## src/rtl/core/dda_pkg.sv

```systemverilog
`default_nettype none
package dda_pkg;

    localparam int COLOR_BITS = 24;

    // opcodes
    localparam logic [1:0] OP_LOAD = 2'd0;
    localparam logic [1:0] OP_TICK = 2'd1;
    localparam logic [1:0] OP_PLOT = 2'd2;
    localparam logic [1:0] OP_NONE = 2'd3;

    // command queue between front and back
    localparam int Q_DEPTH = 4;
    localparam int Q_AW    = 2;

    typedef logic [COLOR_BITS-1:0] t_color;

endpackage
`default_nettype wire

```

## src/rtl/core/dda_if.sv

```systemverilog
`default_nettype none
interface dda_in_if #(
    parameter int COORD_BITS = 16
);
    logic                         valid;
    logic                         ready;
    logic [1:0]                   opcode;
    logic signed [COORD_BITS-1:0] x_start;
    logic signed [COORD_BITS-1:0] y_start;
    logic signed [COORD_BITS-1:0] x_end;
    logic signed [COORD_BITS-1:0] y_end;

    modport source (output valid, opcode, x_start, y_start, x_end, y_end, input ready);
    modport sink   (input valid, opcode, x_start, y_start, x_end, y_end, output ready);
endinterface

interface dda_out_if #(
    parameter int COORD_BITS = 16
);
    logic                         valid;
    logic                         ready;
    logic signed [COORD_BITS-1:0] pixel_x;
    logic signed [COORD_BITS-1:0] pixel_y;
    logic [23:0]                  color;
    logic                         last;

    modport source (output valid, pixel_x, pixel_y, color, last, input ready);
    modport sink   (input valid, pixel_x, pixel_y, color, last, output ready);
endinterface
`default_nettype wire

```

## src/rtl/core/dda_front.sv

```systemverilog
`default_nettype none
module dda_front
    import dda_pkg::*;
#(
    parameter int COORD_BITS = 16
) (
    input  wire        i_clk,
    input  wire        i_rst_n,
    dda_in_if.sink     i_in,
    dda_in_if.source   o_cmd
);

    localparam int EW = 2 + 4 * COORD_BITS;

    logic [EW-1:0] r_mem [Q_DEPTH];
    logic [Q_AW:0] r_wr_ptr, n_wr_ptr;
    logic [Q_AW:0] r_rd_ptr, n_rd_ptr;
    logic          full;
    logic          empty;
    logic          wr_en;
    logic          rd_en;
    logic [EW-1:0] rd_entry;

    assign full  = (r_wr_ptr[Q_AW] != r_rd_ptr[Q_AW]) &&
                   (r_wr_ptr[Q_AW-1:0] == r_rd_ptr[Q_AW-1:0]);
    assign empty = (r_wr_ptr == r_rd_ptr);

    assign i_in.ready = !full;
    // drop the unused opcode here; it has no effect downstream
    assign wr_en = i_in.valid && !full && (i_in.opcode != OP_NONE);
    assign rd_en = o_cmd.ready && !empty;

    assign n_wr_ptr = wr_en ? r_wr_ptr + 1'b1 : r_wr_ptr;
    assign n_rd_ptr = rd_en ? r_rd_ptr + 1'b1 : r_rd_ptr;

    always_ff @(posedge i_clk) begin
        if (!i_rst_n) begin
            r_wr_ptr <= '0;
            r_rd_ptr <= '0;
        end else begin
            r_wr_ptr <= n_wr_ptr;
            r_rd_ptr <= n_rd_ptr;
        end
    end

    always_ff @(posedge i_clk) begin
        if (wr_en) begin
            r_mem[r_wr_ptr[Q_AW-1:0]] <= {i_in.opcode, i_in.x_start, i_in.y_start,
                                          i_in.x_end, i_in.y_end};
        end
    end

    assign rd_entry = r_mem[r_rd_ptr[Q_AW-1:0]];

    assign o_cmd.valid   = !empty;
    assign o_cmd.opcode  = rd_entry[EW-1 -: 2];
    assign o_cmd.x_start = rd_entry[4*COORD_BITS-1 -: COORD_BITS];
    assign o_cmd.y_start = rd_entry[3*COORD_BITS-1 -: COORD_BITS];
    assign o_cmd.x_end   = rd_entry[2*COORD_BITS-1 -: COORD_BITS];
    assign o_cmd.y_end   = rd_entry[COORD_BITS-1 -: COORD_BITS];

endmodule
`default_nettype wire

```

## src/rtl/core/dda_div.sv

```systemverilog
`default_nettype none
module dda_div
    import dda_pkg::*;
#(
    parameter int COORD_BITS = 16,
    parameter int FRAC_BITS  = 16
) (
    input  wire                   i_clk,
    input  wire                   i_rst_n,
    input  wire                   i_start,
    input  wire  [COORD_BITS-1:0] i_ax,
    input  wire  [COORD_BITS-1:0] i_ay,
    input  wire  [COORD_BITS-1:0] i_len,
    output logic                  o_done,
    output logic [FRAC_BITS:0]    o_qx,
    output logic [FRAC_BITS:0]    o_qy
);

    // restoring division of (a << FRAC_BITS) by len, one quotient bit per cycle;
    // a <= len, so the first bit is the integer part
    localparam int CW = $clog2(FRAC_BITS + 1);

    logic                  r_busy;
    logic                  r_done;
    logic                  r_first;
    logic [CW-1:0]         r_cnt;
    logic [COORD_BITS:0]   r_rem_x, r_rem_y;
    logic [FRAC_BITS:0]    r_q_x, r_q_y;
    logic [COORD_BITS:0]   r_len_q;
    logic [COORD_BITS:0]   trial_x, trial_y;
    logic [COORD_BITS:0]   len_ext;
    logic                  ge_x, ge_y;

    assign len_ext = {1'b0, i_len};
    assign trial_x = r_first ? r_rem_x : {r_rem_x[COORD_BITS-1:0], 1'b0};
    assign trial_y = r_first ? r_rem_y : {r_rem_y[COORD_BITS-1:0], 1'b0};
    assign ge_x    = trial_x >= r_len_q;
    assign ge_y    = trial_y >= r_len_q;

    always_ff @(posedge i_clk) begin
        if (!i_rst_n) begin
            r_busy <= 1'b0;
            r_done <= 1'b0;
        end else begin
            r_done <= 1'b0;
            if (i_start) begin
                r_busy <= 1'b1;
            end else if (r_busy && r_cnt == '0) begin
                r_busy <= 1'b0;
                r_done <= 1'b1;
            end
        end
    end

    always_ff @(posedge i_clk) begin
        if (i_start) begin
            r_len_q <= len_ext;
            r_rem_x <= {1'b0, i_ax};
            r_rem_y <= {1'b0, i_ay};
            r_q_x   <= '0;
            r_q_y   <= '0;
            r_first <= 1'b1;
            r_cnt   <= CW'(FRAC_BITS);
        end else if (r_busy) begin
            r_rem_x <= ge_x ? trial_x - r_len_q : trial_x;
            r_rem_y <= ge_y ? trial_y - r_len_q : trial_y;
            r_q_x   <= {r_q_x[FRAC_BITS-1:0], ge_x};
            r_q_y   <= {r_q_y[FRAC_BITS-1:0], ge_y};
            r_first <= 1'b0;
            r_cnt   <= r_cnt - 1'b1;
        end
    end

    assign o_done = r_done;
    assign o_qx   = r_q_x;
    assign o_qy   = r_q_y;

endmodule
`default_nettype wire

```

## src/rtl/core/dda_back.sv

```systemverilog
`default_nettype none
module dda_back
    import dda_pkg::*;
#(
    parameter int COORD_BITS = 16,
    parameter int FRAC_BITS  = 16
) (
    input  wire                   i_clk,
    input  wire                   i_rst_n,
    input  wire                   i_cfg_we,
    input  wire  [COLOR_BITS-1:0] i_cfg_data,
    dda_in_if.sink                i_cmd,
    dda_out_if.source             o_pix
);

    localparam int AW = COORD_BITS + FRAC_BITS;
    localparam int SW = FRAC_BITS + 2;
    localparam logic [AW-1:0] HALF = AW'(1) << (FRAC_BITS - 1);

    localparam logic S_IDLE = 1'b0;
    localparam logic S_DIV  = 1'b1;

    logic                  r_state, n_state;
    t_color                r_pen;
    logic [AW-1:0]         r_x_acc, n_x_acc;
    logic [AW-1:0]         r_y_acc, n_y_acc;
    logic signed [SW-1:0]  r_x_step, n_x_step;
    logic signed [SW-1:0]  r_y_step, n_y_step;
    logic [COORD_BITS-1:0] r_left, n_left;
    logic [COORD_BITS-1:0] r_x_base, n_x_base;
    logic [COORD_BITS-1:0] r_y_base, n_y_base;
    logic                  r_x_neg, n_x_neg;
    logic                  r_y_neg, n_y_neg;

    logic                  r_out_valid, n_out_valid;
    logic [COORD_BITS-1:0] r_out_x, n_out_x;
    logic [COORD_BITS-1:0] r_out_y, n_out_y;
    t_color                r_out_color, n_out_color;
    logic                  r_out_last, n_out_last;

    logic                  out_free;
    logic                  cmd_fire;
    logic [COORD_BITS:0]   dx, dy, dx_neg, dy_neg;
    logic [COORD_BITS-1:0] ax, ay, len;
    logic [AW-1:0]         x_base, y_base;
    logic                  div_start;
    logic                  div_done;
    logic [FRAC_BITS:0]    qx, qy;
    logic signed [SW-1:0]  qx_ext, qy_ext;

    assign out_free    = !r_out_valid || o_pix.ready;
    assign i_cmd.ready = (r_state == S_IDLE) && out_free;
    assign cmd_fire    = i_cmd.valid && i_cmd.ready;

    // major-axis length from the endpoint differences
    assign dx     = {i_cmd.x_end[COORD_BITS-1], i_cmd.x_end}
                  - {i_cmd.x_start[COORD_BITS-1], i_cmd.x_start};
    assign dy     = {i_cmd.y_end[COORD_BITS-1], i_cmd.y_end}
                  - {i_cmd.y_start[COORD_BITS-1], i_cmd.y_start};
    assign dx_neg = -dx;
    assign dy_neg = -dy;
    assign ax     = dx[COORD_BITS] ? dx_neg[COORD_BITS-1:0] : dx[COORD_BITS-1:0];
    assign ay     = dy[COORD_BITS] ? dy_neg[COORD_BITS-1:0] : dy[COORD_BITS-1:0];
    assign len    = (ax >= ay) ? ax : ay;

    assign div_start = cmd_fire && (i_cmd.opcode == OP_LOAD) && (len != '0);

    dda_div #(
        .COORD_BITS (COORD_BITS),
        .FRAC_BITS  (FRAC_BITS)
    ) u_div (
        .i_clk   (i_clk),
        .i_rst_n (i_rst_n),
        .i_start (div_start),
        .i_ax    (ax),
        .i_ay    (ay),
        .i_len   (len),
        .o_done  (div_done),
        .o_qx    (qx),
        .o_qy    (qy)
    );

    assign qx_ext = {1'b0, qx};
    assign qy_ext = {1'b0, qy};
    assign x_base = {r_x_base, {FRAC_BITS{1'b0}}};
    assign y_base = {r_y_base, {FRAC_BITS{1'b0}}};

    always_comb begin
        n_state     = r_state;
        n_x_acc     = r_x_acc;
        n_y_acc     = r_y_acc;
        n_x_step    = r_x_step;
        n_y_step    = r_y_step;
        n_left      = r_left;
        n_x_base    = r_x_base;
        n_y_base    = r_y_base;
        n_x_neg     = r_x_neg;
        n_y_neg     = r_y_neg;
        n_out_valid = r_out_valid && !o_pix.ready;
        n_out_x     = r_out_x;
        n_out_y     = r_out_y;
        n_out_color = r_out_color;
        n_out_last  = r_out_last;

        unique case (r_state)
            S_IDLE: begin
                if (cmd_fire) begin
                    unique case (i_cmd.opcode)
                        OP_LOAD: begin
                            n_x_base = i_cmd.x_start;
                            n_y_base = i_cmd.y_start;
                            n_x_neg  = dx[COORD_BITS];
                            n_y_neg  = dy[COORD_BITS];
                            n_left   = len;
                            if (len == '0) begin
                                // zero step counts as positive
                                n_x_step = '0;
                                n_y_step = '0;
                                n_x_acc  = {i_cmd.x_start, {FRAC_BITS{1'b0}}} + HALF;
                                n_y_acc  = {i_cmd.y_start, {FRAC_BITS{1'b0}}} + HALF;
                            end else begin
                                n_state = S_DIV;
                            end
                        end
                        OP_TICK: begin
                            if (r_left != '0) begin
                                n_out_valid = 1'b1;
                                n_out_x     = r_x_acc[AW-1:FRAC_BITS];
                                n_out_y     = r_y_acc[AW-1:FRAC_BITS];
                                n_out_color = r_pen;
                                n_out_last  = (r_left == COORD_BITS'(1));
                                n_x_acc     = r_x_acc + AW'(r_x_step);
                                n_y_acc     = r_y_acc + AW'(r_y_step);
                                n_left      = r_left - 1'b1;
                            end
                        end
                        OP_PLOT: begin
                            n_out_valid = 1'b1;
                            n_out_x     = i_cmd.x_start;
                            n_out_y     = i_cmd.y_start;
                            n_out_color = '0;
                            n_out_last  = 1'b1;
                        end
                        default: ;
                    endcase
                end
            end
            S_DIV: begin
                if (div_done) begin
                    n_x_step = r_x_neg ? -qx_ext : qx_ext;
                    n_y_step = r_y_neg ? -qy_ext : qy_ext;
                    // half pixel back only when the step really is negative
                    n_x_acc  = (r_x_neg && qx != '0) ? x_base - HALF : x_base + HALF;
                    n_y_acc  = (r_y_neg && qy != '0) ? y_base - HALF : y_base + HALF;
                    n_state  = S_IDLE;
                end
            end
            default: n_state = S_IDLE;
        endcase
    end

    always_ff @(posedge i_clk) begin
        if (!i_rst_n) begin
            r_state     <= S_IDLE;
            r_out_valid <= 1'b0;
            r_left      <= '0;
            r_pen       <= '0;
        end else begin
            r_state     <= n_state;
            r_out_valid <= n_out_valid;
            r_left      <= n_left;
            if (i_cfg_we) begin
                r_pen <= i_cfg_data;
            end
        end
    end

    always_ff @(posedge i_clk) begin
        r_x_acc     <= n_x_acc;
        r_y_acc     <= n_y_acc;
        r_x_step    <= n_x_step;
        r_y_step    <= n_y_step;
        r_x_base    <= n_x_base;
        r_y_base    <= n_y_base;
        r_x_neg     <= n_x_neg;
        r_y_neg     <= n_y_neg;
        r_out_x     <= n_out_x;
        r_out_y     <= n_out_y;
        r_out_color <= n_out_color;
        r_out_last  <= n_out_last;
    end

    assign o_pix.valid   = r_out_valid;
    assign o_pix.pixel_x = r_out_x;
    assign o_pix.pixel_y = r_out_y;
    assign o_pix.color   = r_out_color;
    assign o_pix.last    = r_out_last;

endmodule
`default_nettype wire

```

## src/rtl/core/dda_line_rasterizer.sv

```systemverilog
`default_nettype none
// DDA line rasterizer. A load command latches a segment and works out the
// per-pixel steps with a bit-serial divider: the stepping unit takes no other
// command until the division is done, and the load emits nothing. Each tick
// then gives one pixel per cycle while the output is not stalled, in the pen
// colour, with last on the final pixel of the segment; the far endpoint is not
// drawn and a zero-length segment draws nothing. A plot command gives one
// black pixel, last set. A four-entry command queue sits in front of the
// stepping unit, so input is taken while a load is being divided or the
// output is stalled. Write the pen colour only while the block is idle.
module dda_line_rasterizer
    import dda_pkg::*;
#(
    parameter int COORD_BITS = 16,
    parameter int FRAC_BITS  = 16
) (
    input  wire                   i_clk,
    input  wire                   i_rst_n,
    input  wire                   i_cfg_we,
    input  wire  [COLOR_BITS-1:0] i_cfg_data,
    dda_in_if.sink                i_in,
    dda_out_if.source             o_out
);

    dda_in_if #(.COORD_BITS(COORD_BITS)) cmd_q ();

    dda_front #(
        .COORD_BITS (COORD_BITS)
    ) u_front (
        .i_clk   (i_clk),
        .i_rst_n (i_rst_n),
        .i_in    (i_in),
        .o_cmd   (cmd_q)
    );

    dda_back #(
        .COORD_BITS (COORD_BITS),
        .FRAC_BITS  (FRAC_BITS)
    ) u_back (
        .i_clk      (i_clk),
        .i_rst_n    (i_rst_n),
        .i_cfg_we   (i_cfg_we),
        .i_cfg_data (i_cfg_data),
        .i_cmd      (cmd_q),
        .o_pix      (o_out)
    );

endmodule
`default_nettype wire
```

## src/flat_wrapper.sv

```systemverilog
// flat-port wrapper written by rule: the top's interface ports become plain ports
module dda_line_rasterizer_flat import dda_pkg::*;
#(
    parameter int COORD_BITS = 16,
    parameter int FRAC_BITS  = 16
)
  (i_clk, i_rst_n, i_cfg_we, i_cfg_data, i_in_valid, i_in_opcode, i_in_x_start, i_in_y_start, i_in_x_end, i_in_y_end, i_in_ready, o_out_valid, o_out_pixel_x, o_out_pixel_y, o_out_color, o_out_last, o_out_ready);
  dda_in_if #(.COORD_BITS(COORD_BITS)) i_in_i ();
  dda_out_if #(.COORD_BITS(COORD_BITS)) o_out_i ();
  input  wire i_clk;
  input  wire i_rst_n;
  input  wire i_cfg_we;
  input  wire  [COLOR_BITS-1:0] i_cfg_data;
  input wire logic [$bits(i_in_i.valid)-1:0] i_in_valid;
  input wire logic [$bits(i_in_i.opcode)-1:0] i_in_opcode;
  input wire logic [$bits(i_in_i.x_start)-1:0] i_in_x_start;
  input wire logic [$bits(i_in_i.y_start)-1:0] i_in_y_start;
  input wire logic [$bits(i_in_i.x_end)-1:0] i_in_x_end;
  input wire logic [$bits(i_in_i.y_end)-1:0] i_in_y_end;
  output wire logic [$bits(i_in_i.ready)-1:0] i_in_ready;
  output wire logic [$bits(o_out_i.valid)-1:0] o_out_valid;
  output wire logic [$bits(o_out_i.pixel_x)-1:0] o_out_pixel_x;
  output wire logic [$bits(o_out_i.pixel_y)-1:0] o_out_pixel_y;
  output wire logic [$bits(o_out_i.color)-1:0] o_out_color;
  output wire logic [$bits(o_out_i.last)-1:0] o_out_last;
  input wire logic [$bits(o_out_i.ready)-1:0] o_out_ready;
  assign i_in_i.valid = i_in_valid;
  assign i_in_i.opcode = i_in_opcode;
  assign i_in_i.x_start = i_in_x_start;
  assign i_in_i.y_start = i_in_y_start;
  assign i_in_i.x_end = i_in_x_end;
  assign i_in_i.y_end = i_in_y_end;
  assign i_in_ready = i_in_i.ready;
  assign o_out_valid = o_out_i.valid;
  assign o_out_pixel_x = o_out_i.pixel_x;
  assign o_out_pixel_y = o_out_i.pixel_y;
  assign o_out_color = o_out_i.color;
  assign o_out_last = o_out_i.last;
  assign o_out_i.ready = o_out_ready;
  dda_line_rasterizer #(.COORD_BITS(COORD_BITS), .FRAC_BITS(FRAC_BITS)) u_core (.i_clk(i_clk), .i_rst_n(i_rst_n), .i_cfg_we(i_cfg_we), .i_cfg_data(i_cfg_data), .i_in(i_in_i), .o_out(o_out_i));
endmodule
```

## config.mk

```make
export PLATFORM = sky130hd
export DESIGN_NAME = dda_line_rasterizer_flat
export DESIGN_NICKNAME = d
export VERILOG_FILES = /design/src/rtl/core/dda_pkg.sv /design/src/rtl/core/dda_if.sv /design/src/rtl/core/dda_front.sv /design/src/rtl/core/dda_div.sv /design/src/rtl/core/dda_back.sv /design/src/rtl/core/dda_line_rasterizer.sv /design/src/flat_wrapper.sv
export SDC_FILE = /design/constraint.sdc
export NUM_CORES = 1
export LEC_CHECK = 0
export BUFFER_PORTS_ARGS = -buffer_cell sky130_fd_sc_hd__buf_2
export CORE_MARGIN = 8
export CORE_UTILIZATION = 40
export DETAILED_ROUTE_END_ITERATION = 10
export PLACE_DENSITY = 0.57
export REMOVE_ABC_BUFFERS = 1
export SLEW_MARGIN = 10
export SYNTH_ARGS = -nofsm -noshare
export SYNTH_HDL_FRONTEND = slang
export SYNTH_SLANG_ARGS = --single-unit
```

## constraint.sdc

```tcl
create_clock -name i_clk -period 19.58 [get_ports i_clk]
set_input_delay 3.916 -clock i_clk [delete_from_list [all_inputs] [get_ports i_clk]]
set_output_delay 3.916 -clock i_clk [all_outputs]
set_load 0.1 [all_outputs]
```

# --- Word-level counts from Yosys, hierarchy flattened ---
# Memories as Yosys holds them, arrays and structs flattened. A register that Yosys moved wholly into a read port is not among the register bits.
# Index checks and enable logic that the tools add are counted.
op_classes:
  n_addsub: 20
  magnitude_cmp: 3
  eq_ne: 15
  muxes: 60
  n_bitwise: 2
  reduce_logical: 33
op_table:
  columns: ["operator", "n"]
  rows:
  - ["$mux 32", 10]
  - ["$pmux 32 s2", 4]
  - ["$mux 16", 10]
  - ["$add 32x16->32 const B", 4]
  - ["$mux 18", 7]
  - ["$pmux 16 s2", 3]
  - ["$pmux 18 s2", 2]
  - ["$mux 17", 4]
  - ["$add 32x32->32", 2]
  - ["$sub 32x16->32 const B", 2]
  - ["$pmux 24 s2", 1]
  - ["$neg 17->18", 2]
  - ["$ge 17x16->1", 2]
  - ["$reduce_bool 17->1", 2]
  - ["$sub 16x16->17", 2]
  - ["$sub 17x16->17", 2]
  - ["$neg 16->16", 2]
  - ["$reduce_bool 16->1", 2]
  - ["$mux 24", 1]
  - ["$eq 16x1->1 const B", 1]
  - ["$ge 16x16->1", 1]
  - ["$logic_not 16->1", 1]
  - ["$sub 16x1->16 const B", 1]
  - ["$mux 1", 13]
  - ["25 further kinds", 52]
word_totals:
  reg_bits: 331
  ram_bits: 264
  in_bits: 95
  out_inout_bits: 59
  elab_cells: 163
  n_memories: 1
mem_list:
  columns: ["memory", "words", "width", "rd", "rd_ports_with_merged_regs", "write_ports", "line_no", "rtl"]
  rows:
  - ["u_core.u_front.r_mem", 4, 66, 1, 1, 1, "dda_front.sv:15", "logic [EW-1:0] r_mem [Q_DEPTH];"]

# --- Depth between registers and ports, before layout ---
# Gate-level depths: netlist of run 1.
logic_depth:
  word_depth: 10
  depth_mapped: 30
  ltp_nobuf: 27

# --- By module ---
# From an unflattened synthesis of run 1, not the netlist that was laid out.
hier_totals:
  hier_cells: 2836
  hier_area_um2: 33390.8
modules_own_cells:
  columns: ["mod", "instances", "cells_each", "area_each_um2", "seq_area_each_um2"]
  rows:
  - ["dda_back", 1, 1788, 17070.1, 6576.3]
  - ["dda_front", 1, 393, 9947.0, 8087.8]
  - ["dda_div", 1, 655, 6373.6, 2322.2]

# --- Worst setup path after synthesis of run 1 ---
# Ideal clock, no wire load.
synth_timing:
  kind: "register to register"
  startpoint: "register (tool-made name)"
  endpoint: "register u_core.u_back.r_x_acc[0] (enable)"
  setup_time_ns: 0.524
  arrival_ns: 10.553
  required_time_ns: 19.056
  slack_ns: 8.502
  stages_incl_launch_ff: 27
  n_path_buf: 4
  period_less_slack_ns: 11.078
  cell_sequence: "dfxtp_1 buf_1 clkbuf_1 buf_1 mux4_2 fa_1 a211oi_1 nor3_2 or2_1 a31oi_1 xor2_1 and4_1 a31oi_2 xnor3_1 inv_1 ha_1 nand4_1 o31ai_1 a221oi_1 o21a_1 inv_1 buf_1 o21ai_0 o22ai_1 nand4_1 or3_1 a31oi_1"
synth_lines:
  columns: ["item", "line_no", "rtl"]
  rows:
  - ["end signal: assignment", "dda_back.sv:179", "r_x_acc <= n_x_acc;"]
  - ["end: declaration", "dda_back.sv:25", "logic [AW-1:0] r_x_acc, n_x_acc;"]

==> results of run 1 <==
[Yosys cell counts (7+ instances only)]
| cell type | number | area share [%] |
|---|---|---|
| edfxtp_1 | 503 | 46 |
| nor2_1 | 222 | 2.6 |
| ha_1 | 161 | 6.2 |
| a21oi_1 | 142 | 2.2 |
| o21ai_0 | 134 | 2.1 |
| inv_1 | 133 | 1.5 |
| nand2_1 | 119 | 1.4 |
| mux2i_1 | 116 | 3.6 |
| xnor2_1 | 103 | 2.8 |
| dfxtp_1 | 94 | 5.8 |
| clkbuf_1 | 72 | 0.83 |
| mux2_2 | 66 | 2.3 |
| mux4_2 | 66 | 4.6 |
| xor2_1 | 66 | 1.8 |
| nor2b_1 | 60 | 1.2 |
| nor3_1 | 56 | 0.86 |
| nand2b_1 | 52 | 1.0 |
| and2_1 | 50 | 0.96 |
| a21o_1 | 37 | 0.85 |
| nand3_1 | 34 | 0.52 |
| a31oi_1 | 26 | 0.50 |
| and3_1 | 26 | 0.50 |
| or3_1 | 24 | 0.46 |
| a211oi_1 | 23 | 0.53 |
| o31ai_1 | 20 | 0.46 |
| a22oi_1 | 17 | 0.39 |
| nand4_1 | 16 | 0.31 |
| o21a_1 | 16 | 0.37 |
| buf_1 | 15 | 0.17 |
| nor3b_1 | 13 | 0.30 |
| nor4_1 | 13 | 0.25 |
| buf_2 | 12 | 0.18 |
| o211ai_1 | 11 | 0.25 |
| a211o_1 | 9 | 0.24 |
| a41oi_1 | 9 | 0.24 |
| or4_1 | 9 | 0.21 |
| a2111oi_0 | 8 | 0.22 |
| o21bai_1 | 8 | 0.18 |
| or2_2 | 8 | 0.15 |
| o22ai_1 | 7 | 0.13 |
[cell families after synthesis]
logic type | after synthesis
flip-flops | 597
buffers and inverters | 241
AO/OA/AOI/OAI | 573
XOR/XNOR | 171
adder cells (fa/ha/maj) | 167
multiplexers | 253
AND/OR/NAND/NOR | 731
[sequential cells by signal, indices dropped and copies added (netlist names), 16 cells and up, named ones only]
signal / count
u_core.u_back.u_div.r_len_q: 16
u_core.u_back.u_div.o_qx: 17
u_core.u_back.o_pix.color: 24
u_core.u_back.r_x_acc: 32
u_core.u_back.r_y_acc: 32
u_core.u_back.r_x_step: 18
u_core.u_back.o_pix.pixel_y: 16
u_core.u_back.r_pen: 24
u_core.u_back.u_div.o_qy: 17
u_core.u_back.u_div.r_rem_x: 17
u_core.u_back.o_pix.pixel_x: 16
u_core.u_front.r_mem: 264
u_core.u_back.r_y_step: 18
u_core.u_back.r_y_base: 16
u_core.u_back.r_left: 16
u_core.u_back.u_div.r_rem_y: 17
u_core.u_back.r_x_base: 16
[per-layer routing]
layer	up-vias	GRT usage [%]	wire length [µm]
li1	10600	-	-
met1	10900	25.3	38600
met2	584	29.7	40000
met3	101	2.72	4660
met4	8	4.92	1680
met5	-	0	57
[critical path, delay by kind of cell, from the launching register on]
kind                     cells  cell delay (ns)
flip-flops                   1             0.87
multiplexers                 1             0.59
AO/OA/AOI/OAI               11             3.44
XOR/XNOR                     1             0.23
buffers and inverters        7             2.52
AND/OR/NAND/NOR              5             1.40
adder cells (fa/ha/maj)      3             0.99
[stage by stage]
step | util [%] | cell area [µm²] | instances | setup WS, ns
2_1_floorplan | - | 32200 | 2629 | 7.00
3_3_place_gp | 42.8 | 34500 | 3866 | 9.61
3_5_place_dp | 42.8 | 34500 | 3866 | 9.30
4_1_cts | 45.6 | 36800 | 3989 | 9.29
5_1_grt | 45.6 | 36800 | 3989 | 8.61
6_report | 45.6 | 36800 | 3992 | 9.35
[cell type report]
| type | count | area share, % |
|---|---|---|
| Sequential cell | 597 | 46.2 |
| Multi-Input combinational cell | 1895 | 40.0 |
| Clock buffer | 97 | 5.37 |
| Tap cell | 1060 | 3.61 |
| Timing Repair Buffer | 177 | 2.57 |
| Inverter | 137 | 1.40 |
| Clock inverter | 26 | 0.766 |
| Antenna cell | 3 | 0.0204 |
[worst paths after layout]
kind                                  endpoint                startpoint  cells after the start  slack, ns
setup / recovery  u_core.u_back.u_div.r_cnt[4]                  register                     28       9.35
hold / removal        u_core.u_back.r_left[15]  u_core.u_back.r_left[15]                      2       0.49
setup reg to reg  u_core.u_back.u_div.r_cnt[4]                  register                     28       9.35
hold reg to reg       u_core.u_back.r_left[15]  u_core.u_back.r_left[15]                      2       0.49
==> flow_metrics.tcl, run 1 <==
set metrics [dict create \
    status "complete, no violations" \
    drive_gt1_share_pct 16.1 \
    clkSlewWorstSetupHoldPaths_ns 0.06 \
    holdBufCountCts 0 \
    arrival_ns 10.70 \
    grt-ovfl-total 0 \
    synth_compound_gate_area_share_pct 11.8 \
    hold_violations 0 \
    synthXorXnorAreaFrac_pct 4.66 \
    antenna_left 0 \
    maxCapViolations 0 \
    path_max_fanout 56 \
    maxSlewHeadroom_pct 21.6 \
    maxSlewViolCount 0 \
    tightest_slew_ns 1.15 \
    avgSynthCellArea_um2 11.9 \
    cts_buffers 69 \
    die_y_um 301 \
    cts_setup_buffers 0 \
    final_common_cell "edfxtp_1" \
    synthCells 2733 \
    vias 22200 \
    nNetsFinal 3139 \
    first_pass_iters 6 \
    worstSetupPathType "register to register" \
    rows 104 \
    vias_per_cell 5.56 \
    grt_usage_pct 18.2 \
    period_share_pct 52.2 \
    skew_ns 0.0296 \
    ios 154 \
    start_util_pct 40.5 \
    synth.area.mux_share_pct 10.6 \
    dieWidth_um 301 \
    setup_viol 0 \
    async_reset_ff_share_pct 0 \
    cts_max_level 3 \
    synth_top_flop_cell "edfxtp_1" \
    grt_pass1_wl_um 130000 \
    setup_tns_ns 0 \
    cp_slowest_stage_delay_ns 0.87 \
    synth_edf_count 503 \
    yosys.area_share.simple_pct 11.4 \
    drtIter0Drc 1749 \
    syn-cell-area_um2 32600 \
    cp-end-kind "register" \
    final_cell_mix "edfxtp_1, nor2_1, ha_1, buf_2, a21oi_1" \
    yosys.cell_types.count 99 \
    cp_common_cell "inv_1" \
    multi_input_area_um2 14700 \
    synth_top_family_by_area "compound AO/OA/AOI/OAI gates" \
    ys_ff_latch 597 \
    period_minus_slack_ns 10.23 \
    clk_latency_ns 0.61 \
    dp_hpwl_um 59300 \
    ys_seq_area_share_pct 52.1 \
    crit_path_start_kind "register" \
    yosysWarnings 0 \
    cts_tree "built" \
    fmax_ghz 0.0978 \
    rsz0062_at_grt "false" \
    fillers 7259 \
    numClockSinks 597 \
    cts.repair.resized 0 \
    cts.path.max_buffers 3 \
    hp-class "register to register" \
    critPathRequiredTime_ns 20.05 \
    antenna_found_initial 11 \
    gp_congestion 0.867 \
    wire_per_inst_um 21.3 \
    grt_start_max_net_pins 67 \
    seq_area_um2 17000 \
    routed_wl_um 85100 \
    core_area_um2 80500 \
    synth_fa_ha_area_share_pct 6.55 \
    grt_pass1_vias 21900 \
    port_buffers 153 \
    area_growth_pct 12.8 \
    root_buffer "clkbuf_16" \
    drc 0 \
    crit_slowest_cell "dfxtp_4" \
    hold_ws_ns 0.488 \
    dieArea_um2 90900 \
]
Power of run 1 is left out: the tool's default activity adds up to more than one toggle a clock period on the data nets, which glitch-free logic cannot reach.
==> run 2, diff against run 1 <==
Settings changed: ABC_AREA set to 1.
Clock period 19.58 ns to 10.7 ns, I/O delays scaled along.
==> flow_metrics.tcl, run 2 <==
set metrics [dict create \
    clkSlewWorstSetupHoldPaths_ns 0.06 \
    yosys.area_share.simple_pct 20.4 \
    synth_top_cell_by_area "edfxtp_1" \
    cp-end-kind "register" \
    syn-cell-area_um2 33200 \
    vias 26300 \
    antenna_found_initial 6 \
    drc 0 \
    yosysWarnings 0 \
    dp_cells 4984 \
    nNetsFinal 4247 \
    synth_top_flop_cell "edfxtp_1" \
    holdBufCountCts 0 \
    fillers 8002 \
    synth_fa_ha_area_share_pct 6.43 \
    grt-ovfl-total 0 \
    dieArea_um2 92400 \
    start_util_pct 40.4 \
    die_y_um 304 \
    first_pass_iters 6 \
    cts.path.max_buffers 3 \
    dp_hpwl_um 64400 \
    async_reset_ff_share_pct 0 \
    antenna_left 0 \
    arrival_ns 9.14 \
    synth_compound_gate_area_share_pct 13.5 \
    ys_seq_area_share_pct 51.2 \
    avgSynthCellArea_um2 8.59 \
    grt_pass1_wl_um 141000 \
    maxSlewViolCount 0 \
    fmax_ghz 0.116 \
    critPathRequiredTime_ns 11.18 \
    synth.area.mux_share_pct 0 \
    grt_usage_pct 18.9 \
    drive_gt1_share_pct 9.26 \
    dieWidth_um 304 \
    clk_latency_ns 0.62 \
    grt_start_max_net_pins 92 \
    maxCapViolations 0 \
    cp_common_cell "nand2_1" \
    core_area_um2 82100 \
    setup_viol 0 \
    hp-class "register to register" \
    cts.repair.resized 0 \
    rows 105 \
    path_max_fanout 89 \
    final_cell_mix "nand2_1, edfxtp_1, inv_1, o21ai_0, nor2_1" \
    largest_reg_flops 264 \
    grtUsageMet3_pct 2.81 \
    period_minus_slack_ns 8.65 \
    port_buffers 153 \
    wire_per_inst_um 17.7 \
    crit_path_start_kind "register" \
    ys_ff_latch 597 \
    setup_tns_ns 0 \
    grt_pass1_vias 24900 \
    met2_usage_pct 30.8 \
    maxSlewHeadroom_pct 28.6 \
    final_common_cell "nand2_1" \
    crit_slowest_cell "inv_2" \
    routed_wl_um 90700 \
    synth_most_common_cell "nand2_1" \
    synth_top_area_share_pct 45.5 \
    synthCells 3864 \
    final_util_pct 45.4 \
    met1_usage_pct 25.9 \
    yosys.cell_types.count 60 \
    ios 154 \
    tightest_slew_ns 1.07 \
    status "complete, no violations" \
    gp_congestion 0.924 \
    hold_violations 0 \
    skew_ns 0.0277 \
    synth_top_family_by_area "simple AND/OR/NAND/NOR gates" \
    top_usage_layer "met2" \
    synth_edf_count 503 \
    synthXorXnorAreaFrac_pct 1.58 \
    root_buffer "clkbuf_16" \
    cts_setup_buffers 0 \
    cts_tree "built" \
    numClockSinks 597 \
    drtIter0Drc 1878 \
    synthTopCellsByCount "nand2_1, edfxtp_1, inv_1" \
    worstSetupPathType "register to register" \
    placed_cell_area_um2 35000 \
    fin_cells 5112 \
    cts_buffers 69 \
    cts_max_level 3 \
    cp_slowest_stage_delay_ns 0.87 \
    area_growth_pct 12.2 \
    vias_per_cell 5.14 \
    synth.area.top_cells "edfxtp_1, nand2_1, o21ai_0, ha_1, dfxtp_1" \
    rsz0062_at_grt "false" \
    stdcell_area_um2 37200 \
    period_share_pct 80.9 \
]
[run 2: cell count changes after synthesis, moves of 80 or more]
| cell | delta |
|---|---|
| nand2_1 | +827 |
| inv_1 | +310 |
| o21ai_0 | +288 |
| nand3_1 | +165 |
| a21oi_1 | +128 |
| mux2i_1 | -116 |
| nor2_1 | +91 |
| xnor2_1 | -80 |
[run 2: critical path, delay by kind of cell, from the launching register on]
family,cells,cell delay (ns)
adders and majority gates,3,0.95
buffers and inverters,7,3.06
DFF,1,0.65
AOI/OAI and AO/OA,4,0.53
and+or+nand+nor,20,2.71
xor gates and xnor gates,1,0.43
[run 2: metrics by stage]
stage          hold WS [ns]  setup slack, ns
2_1_floorplan         0.426            -1.81
3_3_place_gp          0.441             2.20
3_5_place_dp          0.448             2.07
4_1_cts               0.457             2.03
5_1_grt               0.479             1.12
6_report              0.455             2.05
[run 2: final timing paths]
path,start,slack [ns],cells after the start,end
worst max-delay path,register,2.05,35,u_core.u_back.u_div.o_qx[16]
worst min-delay path,u_core.u_back.r_pen[10],0.45,2,u_core.u_back.r_pen[10]
worst max register to register,register,2.05,35,u_core.u_back.u_div.o_qx[16]
worst min register to register,u_core.u_back.r_pen[10],0.45,2,u_core.u_back.r_pen[10]
[run 2: logic make-up after synthesis]
logic type | Yosys count
xor+xnor | 60
simple gates | 1618
fa+ha+maj | 167
compound gates | 830
buf+inv | 592
flops | 597
[run 2: final cells by class]
| class | count | area [µm²] | share of cell area (%) |
|---|---|---|---|
| Tap cell | 1070 | 1340 | 3.59 |
| Sequential cell | 597 | 17000 | 45.6 |
| Timing Repair Buffer | 179 | 973 | 2.61 |
| Clock buffer | 87 | 1800 | 4.84 |
| Inverter | 463 | 1740 | 4.68 |
| Multi-Input combinational cell | 2675 | 14000 | 37.5 |
| Clock inverter | 39 | 420 | 1.13 |
| Antenna cell | 2 | 5.00 | 0.0134 |
[run 2: layer usage]
layer,up-vias,share of wire [%]
li1,13400,-
met1,12100,47
met2,597,45
met3,155,4.7
met4,2,3.0
met5,-,0.014
Power of run 2 is left out for the same reason.
